## src/rtl/tcwr_pkg.sv

```systemverilog
// Shared constants and types for the three-channel windowed RMS meter.
package tcwr_pkg;

    // Channel and sample geometry.
    localparam int CHANNELS   = 3;
    localparam int CH_W       = (CHANNELS > 1) ? $clog2(CHANNELS) : 1;
    localparam int SAMPLE_W   = 16;
    localparam int COUNT_BITS = 16;

    // Accumulator and arithmetic widths.
    localparam int SQUARE_W   = 2 * SAMPLE_W;
    localparam int SUM_W      = 46;
    localparam int FRAC_BITS  = 16;
    localparam int DIVIDEND_W = SUM_W + FRAC_BITS;
    localparam int ROOT_W     = DIVIDEND_W / 2;
    localparam int TRIAL_W    = DIVIDEND_W + 1;
    localparam int GAIN_W     = 20;
    localparam int PROD_W     = ROOT_W + GAIN_W;
    localparam int RMS_SHIFT  = 8;
    localparam int RMS_W      = 35;

    // Time keeping.
    localparam int MS_W  = 32;
    localparam int WIN_W = 16;

    // Configuration port.
    localparam int CFG_W     = 20;
    localparam int CFG_IDX_W = 2;
    localparam logic [CFG_IDX_W-1:0] REG_WINDOW_MS  = 2'd0;
    localparam logic [CFG_IDX_W-1:0] REG_GAIN_MICRO = 2'd1;
    localparam logic [WIN_W-1:0]     WINDOW_RESET   = 16'd1000;
    localparam logic [GAIN_W-1:0]    GAIN_RESET     = 20'd3125;

    // Input item kinds.
    localparam logic MODE_SAMPLE = 1'b0;
    localparam logic MODE_TICK   = 1'b1;

    // Depth of the queue of closed windows.
    localparam int JQ_DEPTH = 2;

    typedef logic [SUM_W-1:0] sum_t;

    // One closed window waiting for its RMS computation.
    typedef struct packed {
        logic [MS_W-1:0]       start_ms;
        logic [COUNT_BITS-1:0] count;
        sum_t [CHANNELS-1:0]   sums;
    } job_t;

    // One finished result transaction.
    typedef struct packed {
        logic [MS_W-1:0]                 start_ms;
        logic [COUNT_BITS-1:0]           count;
        logic [CHANNELS-1:0][RMS_W-1:0]  rms;
    } result_t;

    // Handshake between a producer and a queue of windows.
    typedef struct packed {
        logic push;
        logic pop;
    } jq_ctrl_t;

    typedef struct packed {
        logic full;
        logic empty;
    } jq_stat_t;

endpackage

```

## src/rtl/tcwr_jobq.sv

```systemverilog
// Short queue of closed windows between the front end and the back end.
module tcwr_jobq (
    input  logic               clk,
    input  logic               rst_n,
    input  tcwr_pkg::jq_ctrl_t ctrl,
    output tcwr_pkg::jq_stat_t stat,
    input  tcwr_pkg::job_t     wr_data,
    output tcwr_pkg::job_t     rd_data
);

    localparam int AW = (tcwr_pkg::JQ_DEPTH > 1) ? $clog2(tcwr_pkg::JQ_DEPTH) : 1;
    localparam int FW = $clog2(tcwr_pkg::JQ_DEPTH + 1);
    localparam logic [FW-1:0] FILL_MAX  = FW'(tcwr_pkg::JQ_DEPTH);
    localparam logic [AW-1:0] PTR_LAST  = AW'(tcwr_pkg::JQ_DEPTH - 1);

    tcwr_pkg::job_t  mem_reg [tcwr_pkg::JQ_DEPTH];
    logic [AW-1:0]   wr_ptr_reg;
    logic [AW-1:0]   rd_ptr_reg;
    logic [FW-1:0]   fill_reg;
    logic            do_push;
    logic            do_pop;

    assign stat.full  = (fill_reg == FILL_MAX);
    assign stat.empty = (fill_reg == '0);
    assign do_push    = ctrl.push && !stat.full;
    assign do_pop     = ctrl.pop && !stat.empty;
    assign rd_data    = mem_reg[rd_ptr_reg];

    // Entry storage.
    always_ff @(posedge clk)
    begin
        if (do_push)
        begin
            mem_reg[wr_ptr_reg] <= wr_data;
        end
    end

    // Pointers and fill level.
    always_ff @(posedge clk or negedge rst_n)
    begin
        if (!rst_n)
        begin
            wr_ptr_reg <= '0;
            rd_ptr_reg <= '0;
            fill_reg   <= '0;
        end
        else
        begin
            if (do_push)
            begin
                wr_ptr_reg <= (wr_ptr_reg == PTR_LAST) ? '0 : wr_ptr_reg + AW'(1);
            end
            if (do_pop)
            begin
                rd_ptr_reg <= (rd_ptr_reg == PTR_LAST) ? '0 : rd_ptr_reg + AW'(1);
            end
            if (do_push && !do_pop)
            begin
                fill_reg <= fill_reg + FW'(1);
            end
            else if (do_pop && !do_push)
            begin
                fill_reg <= fill_reg - FW'(1);
            end
        end
    end

endmodule

```

## config.mk

```make
export PLATFORM = sky130hd
export DESIGN_NAME = tcwr_jobq
export DESIGN_NICKNAME = d
export VERILOG_FILES = /design/src/rtl/tcwr_pkg.sv /design/src/rtl/tcwr_jobq.sv
export SDC_FILE = /design/constraint.sdc
export NUM_CORES = 1
export LEC_CHECK = 0
export ABC_AREA = 1
export BUFFER_PORTS_ARGS = -buffer_cell sky130_fd_sc_hd__buf_2
export CORE_MARGIN = 1.5
export CORE_UTILIZATION = 56
export CTS_CLUSTER_DIAMETER = 200
export CTS_CLUSTER_SIZE = 40
export DETAILED_ROUTE_END_ITERATION = 7
export PLACE_DENSITY_LB_ADDON = 0.3
export RECOVER_POWER = 50
export SYNTH_ARGS = -nofsm -noshare
export SYNTH_HDL_FRONTEND = slang
export SYNTH_SLANG_ARGS = --single-unit
```

## constraint.sdc

```tcl
create_clock -name clk -period 15.7 [get_ports clk]
set_input_delay 0.785 -clock clk [delete_from_list [all_inputs] [get_ports clk]]
set_output_delay 0.785 -clock clk [all_outputs]
set_load 0.02 [all_outputs]
```

==> qor.csv <==
stage;metric;value;unit
yosys;leading post-synthesis cells by instance count;sky130_fd_sc_hd__nand2_1, sky130_fd_sc_hd__edfxtp_1, sky130_fd_sc_hd__buf_2, sky130_fd_sc_hd__buf_6, sky130_fd_sc_hd__inv_1;
sta;setup violation total in the final timing report;0;
grt;antenna violations before repair;6;
drt;vias per std cell;4.92;
yosys;prevailing post-synth register cell;sky130_fd_sc_hd__edfxtp_1;
critical_path;buffering stage count on the worst path with inverters included;1;
die;Vert. Die Dim;160;µm
die;# rows;57;
clocking;Clk Latency, worst-skew pair;0.50;ns
clocking;CTS resizes;0;
drt;via total after detailed routing;8321;
clocking;Max Root-Sink Buffers;3;
critical_path;crit path kind;flip-flop to flip-flop;
die;area of the core;24200;µm²
sta;Sum Neg Setup Slack;0;ns
drt;First-pass DRT Iterations;5;
yosys;flip-flop and latch count after synthesis;376;
sta;Final Cycle Share;0.575;
run_status;violated checks;capacitance limit, slew limit;
sta;Worst Tran Pin Value;10.56;ns
drt;routed length per placed instance;16.7;µm
grt;maximum number of pins on one net before global-route repair;187;
pwr;static leakage;6.76;nW
yosys;synthesized instance count;1003;
clocking;hold buffer count at cts;0;
clocking;CTS tree;done;
die;Die X-Extent;160;µm
min_path;Hold Crit Class;primary input to asynchronous set/reset pin;
place;placed wire-length estimate after detailed placement;18100;µm
drt;uppermost routed layer;met5;
run;Max-Cap Viols;2;
drt;routed length on met3;2590;µm
yosys;synthesized cell area;13800;µm²
yosys;most frequent cell after synthesis;sky130_fd_sc_hd__nand2_1;
sta;Hold Violations, Final;0;
die;area of the die;25600;µm²
grt;vias in the first global route;7809;
sta;final worst path period need;9.03;ns
critical_path;data arrival time of the worst path;8.83;ns
sta;final number of max-transition violations;275;
critical_path;critical path data required time;15.50;ns
yosys;Warnings, synthesis;0;
yosys;simple logic cell fraction of the synthesized area;0.157;
critical_path;crit path cell chain;o21ai_0 -> nor2_4 -> clkbuf_1;
yosys;Async SR Flop Fraction;0.0106;
yosys;top cells by area, synth;sky130_fd_sc_hd__edfxtp_1, sky130_fd_sc_hd__nand2_1, sky130_fd_sc_hd__buf_6;
clocking;cell chosen for the clock root;sky130_fd_sc_hd__clkbuf_16;
clocking;TritonCTS sink count;376;
critical_path;peak fanout along the critical path;186;
final_layout;area of all placed cells without fillers;16100;µm²
clocking;clock-pin slew on the worst setup and hold paths;0.13;ns
yosys;share of Yosys cell area claimed by the top area cell type;0.810;
grt;global router's overall resource usage;0.214;
yosys;share of the synthesized area in compound gates (AO/OA/AOI/OAI);0.000726;
final_layout;number of fill cells;1788;
sta;worst clock skew on the final layout;0.0257;ns
final_layout;area growth from synthesis to layout;17.0;%
grt;GRT Residual Overflow;0;
place;placement-stage worst setup slack;12.23;ns
die;boundary pin count;378;
drt;Detail Route met2 WL;14100;µm
drt;DRC violation count after routing;0;
sta;unrepaired setup endpoints after global routing;no;
yosys;net count of the mapped netlist;1194;
final_layout;number of flip-flops in the largest register;372;
run_status;run status;finished with violations;
yosys;xor-xnor portion of the synthesized cell area;0.000635;
yosys;dominant combinational cell family by area after synthesis;simple AND/OR/NAND/NOR gates;
die;effective utilization at floorplan;0.569;
final_layout;layout cells sized above 1;0.243;
sta;final worst-path setup slack;6.67;ns
pwr;worst supply voltage drop on vdd;0.270;mV
critical_path;peak per-stage delay on the critical path;7.26;ns
yosys;multiplexer area fraction after synthesis;0;
clocking;post-CTS setup repair buffer count;0;
critical_path;CP endpoint kind;flip-flop;
pwr;pwr/cell area;192;nW/µm²
sta;peak clock frequency supported by timing;111;MHz
drt;1st-iter DRT viols;620;
sta;worst hold margin;0.0935;ns
yosys;Yosys cell types;15;
place;quantity of I/O buffers inserted on ports;377;
critical_path;kind of launch point of the worst setup path;flip-flop;
yosys;average cell area after synthesis;13.8;µm²
drt;final antenna-violating net count;0;
place;placed cell areas;15900;µm²
yosys;number of enable flip-flop cells after synthesis;372;
place;routability-driven placement congestion ratio;0.791;
clocking;depth of the CTS H-tree;1;
drt;total length of routed wires;28200;µm
critical_path;slowest cell on the critical path;sky130_fd_sc_hd__clkbuf_1;
drt;met1 routed wirelength after detailed routing;10900;µm
clocking;TritonCTS buffer count;13;
grt;wire length of the first global-routing pass;42000;µm
yosys;cell taking the most area after synthesis;sky130_fd_sc_hd__edfxtp_1;
critical_path;crit-path leading delay family;buffers and inverters;
yosys;share of synthesized cell area in full adder, half adder and majority cells;0.000907;
final_layout;Final nets;1550;
sta;worst-case headroom to the max-slew limit;-6.04;
yosys;register area share after synthesis;0.817;
==> stage by stage <==
| step | power (mW) | util | std cells |
|---|---|---|---|
| 5_1_grt | 3.27 | 0.665 | 1688 |
| 2_1_floorplan | 2.30 | - | 1003 |
| 3_3_place_gp | 2.64 | 0.654 | 1668 |
| 6_report | 3.10 | 0.666 | 1692 |
| 3_5_place_dp | 2.66 | 0.654 | 1668 |
| 4_1_cts | 3.08 | 0.669 | 1686 |
==> layer usage <==
layer / track usage / vias to the layer above
met3: 0.0660 / 39
met1: 0.269 / 3886
met5: 0 / -
met2: 0.364 / 309
li1: - / 4083
met4: 0.0556 / 4
==> worst register-to-register path: stages, from the launching register on <==
cell	delay (ns)
sky130_fd_sc_hd__dfrtp_1	0.49
sky130_fd_sc_hd__o21ai_0	0.24
sky130_fd_sc_hd__nor2_4	0.12
sky130_fd_sc_hd__clkbuf_1	7.26
==> kinds of logic (layout without fill, tap and decap cells) <==
group / count (synthesis) / count (layout)
and+or+nand+nor: 574 / 574
other: 0 / 6
buffers and inverters: 49 / 408
AOI/OAI and AO/OA: 2 / 2
adders and majority gates: 1 / 1
xor gates and xnor gates: 1 / 1
DFF: 376 / 376
==> power breakdown <==
group          total (mW)  switching [mW]  leakage, nW  internal [mW]
sequential           1.47          0.0611         3.51           1.41
combinational        1.19           0.876         3.08          0.317
clock               0.433           0.273        0.176          0.160
==> worst paths after layout <==
kind | start | to | slack (ns) | cells after the start
worst max-delay path | fill_reg[0] | mem_reg[1][62] | 6.67 | 3
worst min-delay path | rst_n | rd_ptr_reg | 0.09 | 1
worst max register to register | fill_reg[0] | mem_reg[1][62] | 6.67 | 3
worst min register to register | wr_ptr_reg | wr_ptr_reg | 0.52 | 2
max in group asynchronous | rst_n | rd_ptr_reg | 15.38 | 1
min in group clk | wr_data[117] | mem_reg[1][117] | 0.45 | 1
==> area by class of cell <==
cell class	instances	area, µm²	area share
diodes	6	15.0	0.000930
clock buffers	17	340	0.0211
clock inverters	1	30.0	0.00186
inverters	8	40.0	0.00248
multi-input cells	578	2200	0.136
flip-flops and latches	376	11300	0.699
well taps	324	405	0.0251
repair buffers	382	1830	0.114
==> layout by cell type, fill, tap and decap left out <==
master                        n
sky130_fd_sc_hd__nand2_1    567
sky130_fd_sc_hd__edfxtp_1   372
sky130_fd_sc_hd__buf_2      310
sky130_fd_sc_hd__clkbuf_1    73
sky130_fd_sc_hd__clkbuf_16   13
sky130_fd_sc_hd__diode_2      6
sky130_fd_sc_hd__inv_1        6
sky130_fd_sc_hd__nor2_1       3
sky130_fd_sc_hd__dfrtp_1      3
sky130_fd_sc_hd__buf_4        3
sky130_fd_sc_hd__inv_6        2
sky130_fd_sc_hd__o21ai_0      2
sky130_fd_sc_hd__nor2_4       1
sky130_fd_sc_hd__xnor2_1      1
sky130_fd_sc_hd__nand3b_1     1
sky130_fd_sc_hd__nand3_1      1
sky130_fd_sc_hd__nand4_1      1
sky130_fd_sc_hd__ha_1         1
sky130_fd_sc_hd__clkinv_16    1
sky130_fd_sc_hd__dfrtp_4      1
(Power assumes the default switching activity.)
