===== config.mk =====
export PLATFORM = sky130hd
export DESIGN_NAME = tcwr_front
export DESIGN_NICKNAME = d
export VERILOG_FILES = /design/src/rtl/tcwr_pkg.sv /design/src/rtl/tcwr_front.sv
export SDC_FILE = /design/constraint.sdc
export NUM_CORES = 2
export LEC_CHECK = 0
export BUFFER_PORTS_ARGS = -buffer_cell sky130_fd_sc_hd__buf_2
export CAP_MARGIN = 20
export CORE_ASPECT_RATIO = 2
export CORE_MARGIN = 2
export CORE_UTILIZATION = 55
export CTS_BUF_LIST = sky130_fd_sc_hd__clkbuf_4 sky130_fd_sc_hd__clkbuf_8
export DETAILED_ROUTE_END_ITERATION = 10
export PLACE_DENSITY_LB_ADDON = 0.12
export SETUP_SLACK_MARGIN = 0.5
export SYNTH_ARGS = -nofsm -noshare
export SYNTH_HDL_FRONTEND = slang
export SYNTH_SLANG_ARGS = --single-unit

===== constraint.sdc =====
create_clock -name clk -period 5.85 [get_ports clk]
set_input_delay 1.17 -clock clk [delete_from_list [all_inputs] [get_ports clk]]
set_output_delay 1.17 -clock clk [all_outputs]
set_load 0.03 [all_outputs]

===== src/rtl/tcwr_pkg.sv =====
// Shared constants and types for the three-channel windowed RMS meter.
package tcwr_pkg;

    // Channel and sample geometry.
    localparam int CHANNELS   = 3;
    localparam int CH_W       = (CHANNELS > 1) ? $clog2(CHANNELS) : 1;
    localparam int SAMPLE_W   = 16;
    localparam int COUNT_BITS = 16;

    // Accumulator and arithmetic widths.
    localparam int SQUARE_W   = 2 * SAMPLE_W;
    localparam int SUM_W      = 46;
    localparam int FRAC_BITS  = 16;
    localparam int DIVIDEND_W = SUM_W + FRAC_BITS;
    localparam int ROOT_W     = DIVIDEND_W / 2;
    localparam int TRIAL_W    = DIVIDEND_W + 1;
    localparam int GAIN_W     = 20;
    localparam int PROD_W     = ROOT_W + GAIN_W;
    localparam int RMS_SHIFT  = 8;
    localparam int RMS_W      = 35;

    // Time keeping.
    localparam int MS_W  = 32;
    localparam int WIN_W = 16;

    // Configuration port.
    localparam int CFG_W     = 20;
    localparam int CFG_IDX_W = 2;
    localparam logic [CFG_IDX_W-1:0] REG_WINDOW_MS  = 2'd0;
    localparam logic [CFG_IDX_W-1:0] REG_GAIN_MICRO = 2'd1;
    localparam logic [WIN_W-1:0]     WINDOW_RESET   = 16'd1000;
    localparam logic [GAIN_W-1:0]    GAIN_RESET     = 20'd3125;

    // Input item kinds.
    localparam logic MODE_SAMPLE = 1'b0;
    localparam logic MODE_TICK   = 1'b1;

    // Depth of the queue of closed windows.
    localparam int JQ_DEPTH = 2;

    typedef logic [SUM_W-1:0] sum_t;

    // One closed window waiting for its RMS computation.
    typedef struct packed {
        logic [MS_W-1:0]       start_ms;
        logic [COUNT_BITS-1:0] count;
        sum_t [CHANNELS-1:0]   sums;
    } job_t;

    // One finished result transaction.
    typedef struct packed {
        logic [MS_W-1:0]                 start_ms;
        logic [COUNT_BITS-1:0]           count;
        logic [CHANNELS-1:0][RMS_W-1:0]  rms;
    } result_t;

    // Handshake between a producer and a queue of windows.
    typedef struct packed {
        logic push;
        logic pop;
    } jq_ctrl_t;

    typedef struct packed {
        logic full;
        logic empty;
    } jq_stat_t;

endpackage


===== src/rtl/tcwr_front.sv =====
// Front end: accepts samples and ticks, accumulates squares and closes windows.
module tcwr_front (
    input  logic                                                  clk,
    input  logic                                                  rst_n,
    input  logic                                                  push,
    output logic                                                  full,
    input  logic                                                  mode,
    input  logic [tcwr_pkg::CHANNELS-1:0][tcwr_pkg::SAMPLE_W-1:0] samples,
    input  logic [tcwr_pkg::WIN_W-1:0]                            window_ms,
    input  logic                                                  jq_full,
    output logic                                                  jq_push,
    output tcwr_pkg::job_t                                        jq_data
);

    localparam logic [tcwr_pkg::COUNT_BITS-1:0] COUNT_MAX = '1;

    tcwr_pkg::sum_t [tcwr_pkg::CHANNELS-1:0]  sums_reg, sums_next;
    logic [tcwr_pkg::COUNT_BITS-1:0]          count_reg, count_next;
    logic [tcwr_pkg::WIN_W-1:0]               elapsed_reg, elapsed_next;
    logic [tcwr_pkg::MS_W-1:0]                clock_reg, clock_next;
    logic [tcwr_pkg::MS_W-1:0]                start_reg, start_next;

    logic [tcwr_pkg::CHANNELS-1:0][tcwr_pkg::SQUARE_W-1:0] square;
    logic [tcwr_pkg::WIN_W-1:0] limit;
    logic [tcwr_pkg::WIN_W-1:0] elapsed_inc;
    logic [tcwr_pkg::MS_W-1:0]  clock_inc;
    logic                       accept;

    // A closing tick needs a free queue slot, so the whole input stalls on a full queue.
    assign full   = jq_full;
    assign accept = push && !jq_full;

    // Squares of the signed samples, one multiplier per channel.
    always_comb
    begin
        for (int ch = 0; ch < tcwr_pkg::CHANNELS; ch++)
        begin
            square[ch] = $unsigned(tcwr_pkg::SQUARE_W'($signed(samples[ch]))
                                   * tcwr_pkg::SQUARE_W'($signed(samples[ch])));
        end
    end

    assign limit       = (window_ms == '0) ? tcwr_pkg::WIN_W'(1) : window_ms;
    assign elapsed_inc = elapsed_reg + tcwr_pkg::WIN_W'(1);
    assign clock_inc   = clock_reg + tcwr_pkg::MS_W'(1);

    // The queue entry is the window as it stands before the closing tick.
    assign jq_data.start_ms = start_reg;
    assign jq_data.count    = count_reg;
    assign jq_data.sums     = sums_reg;

    // Window bookkeeping for sample and tick transactions.
    always_comb
    begin
        sums_next    = sums_reg;
        count_next   = count_reg;
        elapsed_next = elapsed_reg;
        clock_next   = clock_reg;
        start_next   = start_reg;
        jq_push      = 1'b0;
        if (accept)
        begin
            if (mode == tcwr_pkg::MODE_SAMPLE)
            begin
                // A saturated count ignores further triples.
                if (count_reg != COUNT_MAX)
                begin
                    for (int ch = 0; ch < tcwr_pkg::CHANNELS; ch++)
                    begin
                        sums_next[ch] = sums_reg[ch] + tcwr_pkg::SUM_W'(square[ch]);
                    end
                    count_next = count_reg + tcwr_pkg::COUNT_BITS'(1);
                end
            end
            else
            begin
                clock_next = clock_inc;
                if (elapsed_inc >= limit)
                begin
                    jq_push      = 1'b1;
                    sums_next    = '0;
                    count_next   = '0;
                    elapsed_next = '0;
                    start_next   = clock_inc;
                end
                else
                begin
                    elapsed_next = elapsed_inc;
                end
            end
        end
    end

    always_ff @(posedge clk or negedge rst_n)
    begin
        if (!rst_n)
        begin
            sums_reg    <= '0;
            count_reg   <= '0;
            elapsed_reg <= '0;
            clock_reg   <= '0;
            start_reg   <= '0;
        end
        else
        begin
            sums_reg    <= sums_next;
            count_reg   <= count_next;
            elapsed_reg <= elapsed_next;
            clock_reg   <= clock_next;
            start_reg   <= start_next;
        end
    end

endmodule


==> impl_metrics.tcl <==
set metrics [dict create \
    maxSlewViolCount 0 \
    setup_viol 108 \
    grt_start_max_net_pins 103 \
    gr-total-overflow 0 \
    layout_setup_ws_ps -2300 \
    firstDrtPassIters 5 \
    fin_crit_sh_pct 139 \
    die_area_um2 78300 \
    finClkSkew_ps 34.6 \
    syn_area_um2 41800 \
    coreArea_um2 75000 \
    critPathMaxStageDelay_ps 550 \
    synth-compound-area-share_pct 10.5 \
    final_area_um2 56100 \
    yosysTopAreaCellShare_pct 34.2 \
    viasPerCell 5.34 \
    outcome "complete, but fails checks" \
    slew_headroom_pct 44.3 \
    dp_hpwl_mm 106 \
    hold_path_end "start_reg[17]$_DFFE_PN0P_" \
    rsz0062_at_grt "yes" \
    ys.flop_type "dfrtp_1" \
    r2r_start "elapsed_reg[0]$_DFFE_PN0P_" \
    grtUsageTotal_pct 33.2 \
    synthCells 4650 \
    root_buffer "clkbuf_8" \
    hold_depth 2 \
    yosys_warnings 0 \
    synth_area_per_cell_um2 8.98 \
    worstSetupPathType "in -> reg" \
    cp_num_buf_inv 8 \
    synth-adder-area-share_pct 45.4 \
    yosys.area_share.simple_pct 12.8 \
    r2r_slack_ps 1370 \
    vias 36500 \
    synthTopCellsByArea "fa_1, dfrtp_1, ha_1" \
    start_util_pct 55.7 \
    hold_start "start_reg[17]$_DFFE_PN0P_" \
    syn_nets 5806 \
    fmax_mhz 123 \
    synthArstFlopShare_pct 100 \
    fin_setup_tns_ps -176350 \
    crit_arrival_ps 8620 \
    largest_reg_flops 138 \
    routed_wl_mm 129 \
    crit_slowest_cell "fa_1" \
    min_period_ps 8150 \
    die_h_um 394 \
    syn2layout_area_growth_pct 34.5 \
    worst_ep_required_time_ps 6330 \
    path_common_cell "fa_1" \
    violations "setup timing" \
    ys_seq_area_share_pct 14.0 \
    tightestPinTransition_ps 835 \
    boundaryPins 257 \
    crit_path_start_kind "primary input" \
    path_delay_family "adder cells" \
    cts_tree "done" \
    cts.sinks 234 \
    grt_pass1_vias 40500 \
    clk_latency_ps 620 \
    place_area_um2 51600 \
    synth_edf_count 0 \
    hold_viol 0 \
    place.gp.congestion 0.980 \
    critPathCaptureType "flip-flop" \
    numCtsBuffers 42 \
    fp.dieW_um 199 \
    io_buffers 256 \
    drive_above_1_share_pct 32.5 \
    yosysTopAreaCell "fa_1" \
    ctsHoldBuffers 0 \
    synth_cell_types 75 \
    grt_pass1_wl_mm 201 \
    antenna_found_initial 2 \
    cap_violations 0 \
    cts_htree_levels 2 \
    r2r_end "jq_data[90]$_DFFE_PN0P_" \
    synth_xor_area_share_pct 6.36 \
    row_count 142 \
    cts_buffer_depth 3 \
    hold_path.class "reg -> reg" \
    routedWlPerCell_um 18.9 \
    finish.net_count 6943 \
    cp_max_fo 8 \
    r2r_cells 17 \
    drtAntennaViolNets 0 \
    drc 0 \
    dr.first_iter.drc_count 1337 \
    fillCellCount 5614 \
    synth_top_family_by_area "adder cells" \
    ys_seq_elements 234 \
    clk_pin_slew_worst_paths_ps 60 \
    synthMuxAreaShare_pct 0.297 \
]
[cell usage after synthesis, types with 7 or more instances]
| cell type | n |
|---|---|
| a211oi_1 | 23 |
| a21o_1 | 106 |
| a21oi_1 | 158 |
| a22o_1 | 18 |
| a31o_2 | 20 |
| a31oi_1 | 9 |
| and2_1 | 127 |
| and3_1 | 39 |
| and4_1 | 13 |
| buf_1 | 9 |
| clkbuf_1 | 127 |
| dfrtp_1 | 234 |
| fa_1 | 713 |
| ha_1 | 374 |
| inv_1 | 1033 |
| mux2i_1 | 9 |
| nand2_1 | 494 |
| nand2b_1 | 40 |
| nand3_1 | 80 |
| nand4_1 | 31 |
| nor2_1 | 219 |
| nor2b_1 | 22 |
| nor3_1 | 29 |
| nor4_1 | 12 |
| o211ai_1 | 14 |
| o21a_1 | 23 |
| o21ai_0 | 206 |
| o21bai_1 | 29 |
| o31ai_1 | 18 |
| or2_2 | 7 |
| or3_1 | 16 |
| or4_1 | 10 |
| xnor2_1 | 191 |
| xor2_1 | 112 |
[layout by cell type, fill, tap and decap left out, drive strengths merged, types with 13 or more instances in the layout]
cell    Yosys  final
buf        13   1228
inv      1033   1033
fa        713    713
nand2     494    494
ha        374    374
dfrtp     234    234
nor2      219    219
o21ai     209    209
xnor2     191    191
a21oi     158    158
and2      127    127
xor2      112    112
a21o      106    106
nand3      80     80
clkbuf    127     62
nand2b     40     40
and3       39     39
nand4      31     31
o21bai     29     29
nor3       29     29
o21a       23     23
a211oi     23     23
nor2b      22     22
o31ai      20     21
a31o       20     20
a22o       18     18
or3        16     16
o211ai     14     14
and4       13     13
[area by class of cell]
| class | count | area [um^2] | share of cell area, % |
|---|---|---|---|
| diodes | 1 | 2.50 | 0.00446 |
| repair buffers | 1232 | 9470 | 16.9 |
| well taps | 1008 | 1260 | 2.25 |
| clock buffers | 59 | 762 | 1.36 |
| inverters | 1035 | 3890 | 6.93 |
| flip-flops and latches | 234 | 5860 | 10.4 |
| multi-input cells | 3242 | 34700 | 61.8 |
| clock inverters | 16 | 180 | 0.321 |
[cell families after synthesis]
logic type | after synthesis
buf+inv | 1175
compound gates | 687
mux | 12
fa+ha+maj | 1087
flops | 234
simple gates | 1152
xor+xnor | 303
[repair_timing]
item	4_1_cts	5_1_grt
buffers inserted	67	46
setup endpoints to repair	117	118
pin swaps	161	214
gates cloned	2	2
gates resized for setup	298	305
[tightest hold or removal path: stages, from the launching register on]
cell and delay (ps):
dfrtp_1 330, nand2_1 40, o21ai_0 60
[how the worst max path moves through the flow]
stage	slack [ps]	end	start	depth (start not counted)
floorplan	-2550	jq_data[137]$_DFFE_PN0P_	samples[42]	34
global placement	-3110	jq_data[125]$_DFFE_PN0P_	samples[41]	33
detailed placement	-3210	jq_data[125]$_DFFE_PN0P_	samples[34]	33
CTS	-2200	jq_data[125]$_DFFE_PN0P_	samples[35]	33
finish	-2300	jq_data[31]$_DFFE_PN0P_	samples[5]	36
global route	-2530	jq_data[31]$_DFFE_PN0P_	samples[5]	36
[metrics by stage]
step / hold slack (ps) / util [%] / setup WS (ps) / cells
finish: 473 / 74.9 / -2300 / 6827
floorplan: 462 / - / -2550 / 4650
detailed placement: 464 / 68.9 / -3210 / 6634
global route: 500 / 74.9 / -2530 / 6827
global placement: 457 / 68.9 / -3110 / 6634
CTS: 479 / 72.5 / -2200 / 6778
[metal layers]
| metal | up-vias | routed length [um] | global-route usage (%) | share of wire [%] |
|---|---|---|---|---|
| met5 | - | 13 | 0 | 0.010 |
| met1 | 18300 | 39600 | 30.5 | 31 |
| li1 | 16800 | - | - | - |
| met3 | 505 | 6950 | 6.84 | 5.4 |
| met2 | 917 | 71200 | 63.3 | 55 |
| met4 | 2 | 11000 | 23.5 | 8.6 |
Power is left out: the tool's default activity adds up to more than one toggle a clock period on the data nets, which glitch-free logic cannot reach.
