[src/rtl/tcwr_pkg.sv]
// Shared constants and types for the three-channel windowed RMS meter.
package tcwr_pkg;

    // Channel and sample geometry.
    localparam int CHANNELS   = 3;
    localparam int CH_W       = (CHANNELS > 1) ? $clog2(CHANNELS) : 1;
    localparam int SAMPLE_W   = 16;
    localparam int COUNT_BITS = 16;

    // Accumulator and arithmetic widths.
    localparam int SQUARE_W   = 2 * SAMPLE_W;
    localparam int SUM_W      = 46;
    localparam int FRAC_BITS  = 16;
    localparam int DIVIDEND_W = SUM_W + FRAC_BITS;
    localparam int ROOT_W     = DIVIDEND_W / 2;
    localparam int TRIAL_W    = DIVIDEND_W + 1;
    localparam int GAIN_W     = 20;
    localparam int PROD_W     = ROOT_W + GAIN_W;
    localparam int RMS_SHIFT  = 8;
    localparam int RMS_W      = 35;

    // Time keeping.
    localparam int MS_W  = 32;
    localparam int WIN_W = 16;

    // Configuration port.
    localparam int CFG_W     = 20;
    localparam int CFG_IDX_W = 2;
    localparam logic [CFG_IDX_W-1:0] REG_WINDOW_MS  = 2'd0;
    localparam logic [CFG_IDX_W-1:0] REG_GAIN_MICRO = 2'd1;
    localparam logic [WIN_W-1:0]     WINDOW_RESET   = 16'd1000;
    localparam logic [GAIN_W-1:0]    GAIN_RESET     = 20'd3125;

    // Input item kinds.
    localparam logic MODE_SAMPLE = 1'b0;
    localparam logic MODE_TICK   = 1'b1;

    // Depth of the queue of closed windows.
    localparam int JQ_DEPTH = 2;

    typedef logic [SUM_W-1:0] sum_t;

    // One closed window waiting for its RMS computation.
    typedef struct packed {
        logic [MS_W-1:0]       start_ms;
        logic [COUNT_BITS-1:0] count;
        sum_t [CHANNELS-1:0]   sums;
    } job_t;

    // One finished result transaction.
    typedef struct packed {
        logic [MS_W-1:0]                 start_ms;
        logic [COUNT_BITS-1:0]           count;
        logic [CHANNELS-1:0][RMS_W-1:0]  rms;
    } result_t;

    // Handshake between a producer and a queue of windows.
    typedef struct packed {
        logic push;
        logic pop;
    } jq_ctrl_t;

    typedef struct packed {
        logic full;
        logic empty;
    } jq_stat_t;

endpackage

[src/rtl/tcwr_back.sv]
// Back end: divides, takes square roots and scales each channel, then holds the result.
module tcwr_back (
    input  logic                        clk,
    input  logic                        rst_n,
    input  logic                        jq_empty,
    input  tcwr_pkg::job_t              jq_data,
    output logic                        jq_pop,
    input  logic [tcwr_pkg::GAIN_W-1:0] gain_micro,
    input  logic                        pop,
    output logic                        empty,
    output tcwr_pkg::result_t           result
);

    localparam int STEP_W = $clog2(tcwr_pkg::DIVIDEND_W);
    localparam logic [STEP_W-1:0]            DIV_LAST = STEP_W'(tcwr_pkg::DIVIDEND_W - 1);
    localparam logic [tcwr_pkg::CH_W-1:0]    CH_LAST  = tcwr_pkg::CH_W'(tcwr_pkg::CHANNELS - 1);
    localparam logic [tcwr_pkg::TRIAL_W-1:0] BIT_TOP  =
        tcwr_pkg::TRIAL_W'(1) << (2 * tcwr_pkg::ROOT_W);

    typedef enum logic [6:0] {
        S_IDLE  = 7'b0000001,
        S_SETUP = 7'b0000010,
        S_DIV   = 7'b0000100,
        S_SQRT  = 7'b0001000,
        S_MUL   = 7'b0010000,
        S_STORE = 7'b0100000,
        S_DONE  = 7'b1000000
    } state_t;

    state_t                                               state_reg;
    tcwr_pkg::job_t                                       job_reg;
    logic [tcwr_pkg::CH_W-1:0]                            ch_reg;
    logic [STEP_W-1:0]                                    step_reg;
    logic [tcwr_pkg::COUNT_BITS-1:0]                      rem_reg;
    logic [tcwr_pkg::DIVIDEND_W-1:0]                      dq_reg;
    logic [tcwr_pkg::DIVIDEND_W-1:0]                      v_reg;
    logic [tcwr_pkg::TRIAL_W-1:0]                         root_reg;
    logic [tcwr_pkg::TRIAL_W-1:0]                         bit_reg;
    logic [tcwr_pkg::PROD_W-1:0]                          prod_reg;
    logic [tcwr_pkg::CHANNELS-1:0][tcwr_pkg::RMS_W-1:0]   rms_reg;
    tcwr_pkg::result_t                                    res_reg;
    logic                                                 out_valid_reg;

    logic [tcwr_pkg::COUNT_BITS:0]   div_trial;
    logic [tcwr_pkg::COUNT_BITS:0]   div_diff;
    logic                            div_ge;
    logic [tcwr_pkg::DIVIDEND_W-1:0] dq_next;
    logic [tcwr_pkg::TRIAL_W-1:0]    sq_trial;
    logic                            sq_ge;
    logic                            out_taken;
    logic                            can_load;

    assign jq_pop    = (state_reg == S_IDLE) && !jq_empty;
    assign empty     = !out_valid_reg;
    assign result    = res_reg;
    assign out_taken = pop && out_valid_reg;
    assign can_load  = !out_valid_reg || out_taken;

    // One restoring division step: remainder against the sample count.
    assign div_trial = {rem_reg, dq_reg[tcwr_pkg::DIVIDEND_W-1]};
    assign div_ge    = (div_trial >= {1'b0, job_reg.count});
    assign div_diff  = div_trial - {1'b0, job_reg.count};
    assign dq_next   = {dq_reg[tcwr_pkg::DIVIDEND_W-2:0], div_ge};

    // One digit-by-digit square root step.
    assign sq_trial = root_reg + bit_reg;
    assign sq_ge    = ({1'b0, v_reg} >= sq_trial);

    // Sequencer over the channels of one window.
    always_ff @(posedge clk or negedge rst_n)
    begin
        if (!rst_n)
        begin
            state_reg <= S_IDLE;
            ch_reg    <= '0;
            step_reg  <= '0;
        end
        else
        begin
            unique case (state_reg)
                S_IDLE:
                begin
                    if (!jq_empty)
                    begin
                        ch_reg    <= '0;
                        state_reg <= S_SETUP;
                    end
                end
                S_SETUP:
                begin
                    step_reg  <= '0;
                    state_reg <= (job_reg.count == '0) ? S_STORE : S_DIV;
                end
                S_DIV:
                begin
                    step_reg <= step_reg + STEP_W'(1);
                    if (step_reg == DIV_LAST)
                    begin
                        state_reg <= S_SQRT;
                    end
                end
                S_SQRT:
                begin
                    if (bit_reg[0])
                    begin
                        state_reg <= S_MUL;
                    end
                end
                S_MUL:
                begin
                    state_reg <= S_STORE;
                end
                S_STORE:
                begin
                    if (ch_reg == CH_LAST)
                    begin
                        state_reg <= S_DONE;
                    end
                    else
                    begin
                        ch_reg    <= ch_reg + tcwr_pkg::CH_W'(1);
                        state_reg <= S_SETUP;
                    end
                end
                S_DONE:
                begin
                    if (can_load)
                    begin
                        state_reg <= S_IDLE;
                    end
                end
                default:
                begin
                    state_reg <= S_IDLE;
                end
            endcase
        end
    end

    // Arithmetic datapath.
    always_ff @(posedge clk)
    begin
        case (state_reg)
            S_IDLE:
            begin
                if (!jq_empty)
                begin
                    job_reg <= jq_data;
                end
            end
            S_SETUP:
            begin
                // An empty window skips the multiply, so the cleared product gives it zero.
                prod_reg <= '0;
                rem_reg  <= '0;
                dq_reg   <= {job_reg.sums[ch_reg], tcwr_pkg::FRAC_BITS'(0)};
            end
            S_DIV:
            begin
                rem_reg <= div_ge ? div_diff[tcwr_pkg::COUNT_BITS-1:0]
                                  : div_trial[tcwr_pkg::COUNT_BITS-1:0];
                dq_reg  <= dq_next;
                if (step_reg == DIV_LAST)
                begin
                    v_reg    <= dq_next;
                    root_reg <= '0;
                    bit_reg  <= BIT_TOP;
                end
            end
            S_SQRT:
            begin
                if (sq_ge)
                begin
                    v_reg    <= v_reg - sq_trial[tcwr_pkg::DIVIDEND_W-1:0];
                    root_reg <= (root_reg >> 1) + bit_reg;
                end
                else
                begin
                    root_reg <= root_reg >> 1;
                end
                bit_reg <= bit_reg >> 2;
            end
            S_MUL:
            begin
                prod_reg <= tcwr_pkg::PROD_W'(root_reg[tcwr_pkg::ROOT_W-1:0])
                            * tcwr_pkg::PROD_W'(gain_micro);
            end
            S_STORE:
            begin
                rms_reg[ch_reg] <= prod_reg[tcwr_pkg::RMS_SHIFT +: tcwr_pkg::RMS_W];
            end
            default:
            begin
            end
        endcase
    end

    // Result holding register toward the output side.
    always_ff @(posedge clk)
    begin
        if (state_reg == S_DONE && can_load)
        begin
            res_reg.start_ms <= job_reg.start_ms;
            res_reg.count    <= job_reg.count;
            res_reg.rms      <= rms_reg;
        end
    end

    always_ff @(posedge clk or negedge rst_n)
    begin
        if (!rst_n)
        begin
            out_valid_reg <= 1'b0;
        end
        else if (state_reg == S_DONE && can_load)
        begin
            out_valid_reg <= 1'b1;
        end
        else if (out_taken)
        begin
            out_valid_reg <= 1'b0;
        end
    end

endmodule

[config.mk]
export PLATFORM = sky130hd
export DESIGN_NAME = tcwr_back
export DESIGN_NICKNAME = d
export VERILOG_FILES = /design/src/rtl/tcwr_pkg.sv /design/src/rtl/tcwr_back.sv
export SDC_FILE = /design/constraint.sdc
export NUM_CORES = 2
export LEC_CHECK = 0
export BUFFER_PORTS_ARGS = -buffer_cell sky130_fd_sc_hd__clkbuf_2
export CORE_ASPECT_RATIO = 0.5
export CORE_MARGIN = 5
export CORE_UTILIZATION = 50
export CTS_CLUSTER_SIZE = 20
export DETAILED_ROUTE_END_ITERATION = 10
export PLACE_DENSITY_LB_ADDON = 0.15
export SYNTH_ARGS = -nofsm -noshare
export SYNTH_HDL_FRONTEND = slang
export SYNTH_SLANG_ARGS = --single-unit
[constraint.sdc]
create_clock -name clk -period 16 [get_ports clk]
set_input_delay 0.8 -clock clk [delete_from_list [all_inputs] [get_ports clk]]
set_output_delay 0.8 -clock clk [all_outputs]
set_load 0.02 [all_outputs]
==> reports/results.ini <==
[outcome]
status = finished clean

[finish]
utilization = 0.558
stdcell_area_um2 = 57700
area_delta_synth_final_pct = 10.1
multi_input_area_um2 = 27400
fillerInstances = 8834
layout-drive-gt1-share = 0.122
final_nets = 5978
final_cell_mix = 714 x edfxtp_1, 597 x inv_1, 567 x nand2_1, 493 x fa_1, 364 x clkbuf_2
largest_reg_flops = 186
regArea_um2 = 21800
final_common_cell = edfxtp_1

[timing]
fmax_mhz = 122
slew_violations = 0
finalSetupViolCount = 0
min_period_ns = 8.16
rsz0062_at_grt = false
max-slew-margin-rel = 0.201
tightest_slew_ns = 1.20
hold_slack_ns = 0.0703
setup_tns_ns = 0
period_share = 0.510
finClkSkew_ns = 0.0666
final_hold_viol_count = 0

[yosys]
synth_area_leaders = edfxtp_1 41%, fa_1 19%, ha_1 6.3%
synth.avg_cell_area_um2 = 11.0
synth-seq-area-share = 0.417
synthFlopType = edfxtp_1
synth_top_area_cell = edfxtp_1
yosys_warnings = 0
syn_inst = 4761
synth-async-reset-ratio = 0.0219
yosysUniqueCellTypes = 93
synth-seq-cells = 730
synth_top_area_share = 0.409
synth.cell_area_um2 = 52400
syn-num-nets = 5727
synth_edf_count = 714

[clocking]
clockBufferDepth = 3
cts_buffers = 68
cts-htree-levels = 3
post_cts_resized = 0
cts-root-buf = clkbuf_16
clock_sinks = 730
clk_pin_slew_ns = 0.06
post-cts-setup-buffers = 0
tritoncts = yes
cts_hold_buf = 0
clk_latency_ns = 0.70

[route]
first_pass_iters = 5
dr_total_vias = 35000
wl_mm = 126
drt_iter0_drc = 2794
remaining_drc_errors = 0
antenna_left = 0
wire_per_inst_um = 19.5
via_per_inst = 5.42

[worst_setup_path]
endpoint = v_reg[31]
cp-end-kind = flip-flop
arrival_ns = 8.46
r2r-end = v_reg[31]
worstPathMaxFanout = 55
critical_path_class = flip-flop to flip-flop
reg2reg_depth = 24
r2r_slack_ns = 7.84
cp.required_ns = 16.30
cp-startpoint = root_reg[1]
worst_setup_path_start_kind = flip-flop
rr_startpoint = root_reg[1]

[placed_design]
postPlaceCellArea_um2 = 55500
dp_hpwl_mm = 91.7
io_buffers = 364
place.gp.congestion = 0.893

[min_path]
worstHoldPathType = primary input to async pin

[floorplanning]
rows = 83
die_x_um = 468
die_h_um = 239
core_area_um2 = 103000
die-area_um2 = 112000
io_pins = 365
start_util = 0.507

[power_and_ir_drop]
ir_worst_vdd_mv = 0.186
powerDensity_nw_per_um2 = 150
p_total_mw = 8.63
leakage_nw = 24.1

[grt]
grt.total_usage = 0.228
antenna_found_initial = 5
grt_pass1_wl_mm = 201
grt_max_degree = 159
grt_remaining_overflow = 0
grt_pass1_vias = 36500

[run]
cap_violations = 0

## area by class of cell
cell class / instances / share of cell area
Clock buffer: 79 / 0.0309
Inverter: 600 / 0.0391
Sequential cell: 730 / 0.379
Tap cell: 1402 / 0.0304
Multi-Input combinational cell: 3196 / 0.475
Clock inverter: 43 / 0.00768
Timing Repair Buffer: 416 / 0.0386
Antenna cell: 3 / 0.000130
## how the worst min path moves through the flow
stage	to	from	slack (ns)	cells past startpoint
3_3_place_gp	result[145]	job_reg[178]	0.40	0
2_1_floorplan	result[0]	rms_reg[0]	0.40	0
3_5_place_dp	result[11]	rms_reg[11]	0.40	0
4_1_cts	out_valid_reg	rst_n	0.03	1
6_report	out_valid_reg	rst_n	0.07	1
5_1_grt	out_valid_reg	rst_n	0.06	1
## worst max-delay path, stage by stage, from the launching register on
cell and delay [ns]:
edfxtp_1 0.95, a31oi_1 0.29, o21bai_1 0.31, a31oi_2 0.17
o21ai_2 0.19, a31oi_1 0.17, o211ai_1 0.70, a21oi_1 0.32
o31a_1 0.35, o21ai_2 0.19, a31oi_1 0.13, xor2_1 0.20
ha_1 0.38, inv_1 0.12, nor4_1 0.54, and2_1 0.27
a31oi_1 0.10, o21ai_0 0.13, o21ba_1 0.18, o21a_1 0.11
buf_4 0.34, o21ai_2 0.32, buf_4 0.32, o21ai_4 0.30
buf_4 0.65
## metal layers
| metal | global-route usage | vias to the layer above | routed length [um] |
|---|---|---|---|
| li1 | - | 16400 | - |
| met1 | 0.330 | 17300 | 57800 |
| met2 | 0.361 | 1123 | 57800 |
| met3 | 0.0398 | 179 | 8340 |
| met4 | 0.0559 | 0 | 2490 |
| met5 | 0 | - | 0 |
## power breakdown
group          switching (mW)  internal, mW  leakage [nW]  total (mW)
clock network           0.765         0.899          1.09        1.66
registers               0.103          2.43          6.82        2.54
logic                    2.59          1.84          16.2        4.43
total                    3.46          5.17          24.1        8.63
## cell usage after synthesis, types with 32 or more instances
master    number
a31oi_1       56
fa_1         493
and2_1       310
a21o_1        65
nor3_1        47
o21bai_1      39
a21oi_1      238
ha_1         263
edfxtp_1     714
xnor2_1      103
nand4_1       32
nand2_1      569
o21ai_0      136
mux2i_1       60
inv_1        599
nor2_1       287
clkbuf_1     185
xor2_1       124
## kinds of logic (layout without fill, tap and decap cells)
kind of cell               after synthesis  after routing  share of synthesized area
DFF                                    730            730                      0.417
adders and majority gates              756            756                      0.251
muxes                                   61             61                     0.0117
AOI/OAI and AO/OA                      757            757                     0.0950
xor gates and xnor gates               227            227                     0.0379
buffers and inverters                  835           1138                     0.0615
other                                    0              3                          0
and+or+nand+nor                       1395           1395                      0.126
## metrics by stage
| step | std cells | setup WS (ns) |
|---|---|---|
| after detailed placement | 6344 | 7.77 |
| after global routing | 6469 | 7.38 |
| after floorplan | 4761 | 6.24 |
| final | 6469 | 7.84 |
| after CTS | 6466 | 7.92 |
| after global placement | 6344 | 7.84 |
No activity file was read; power rests on OpenSTA's default activity.
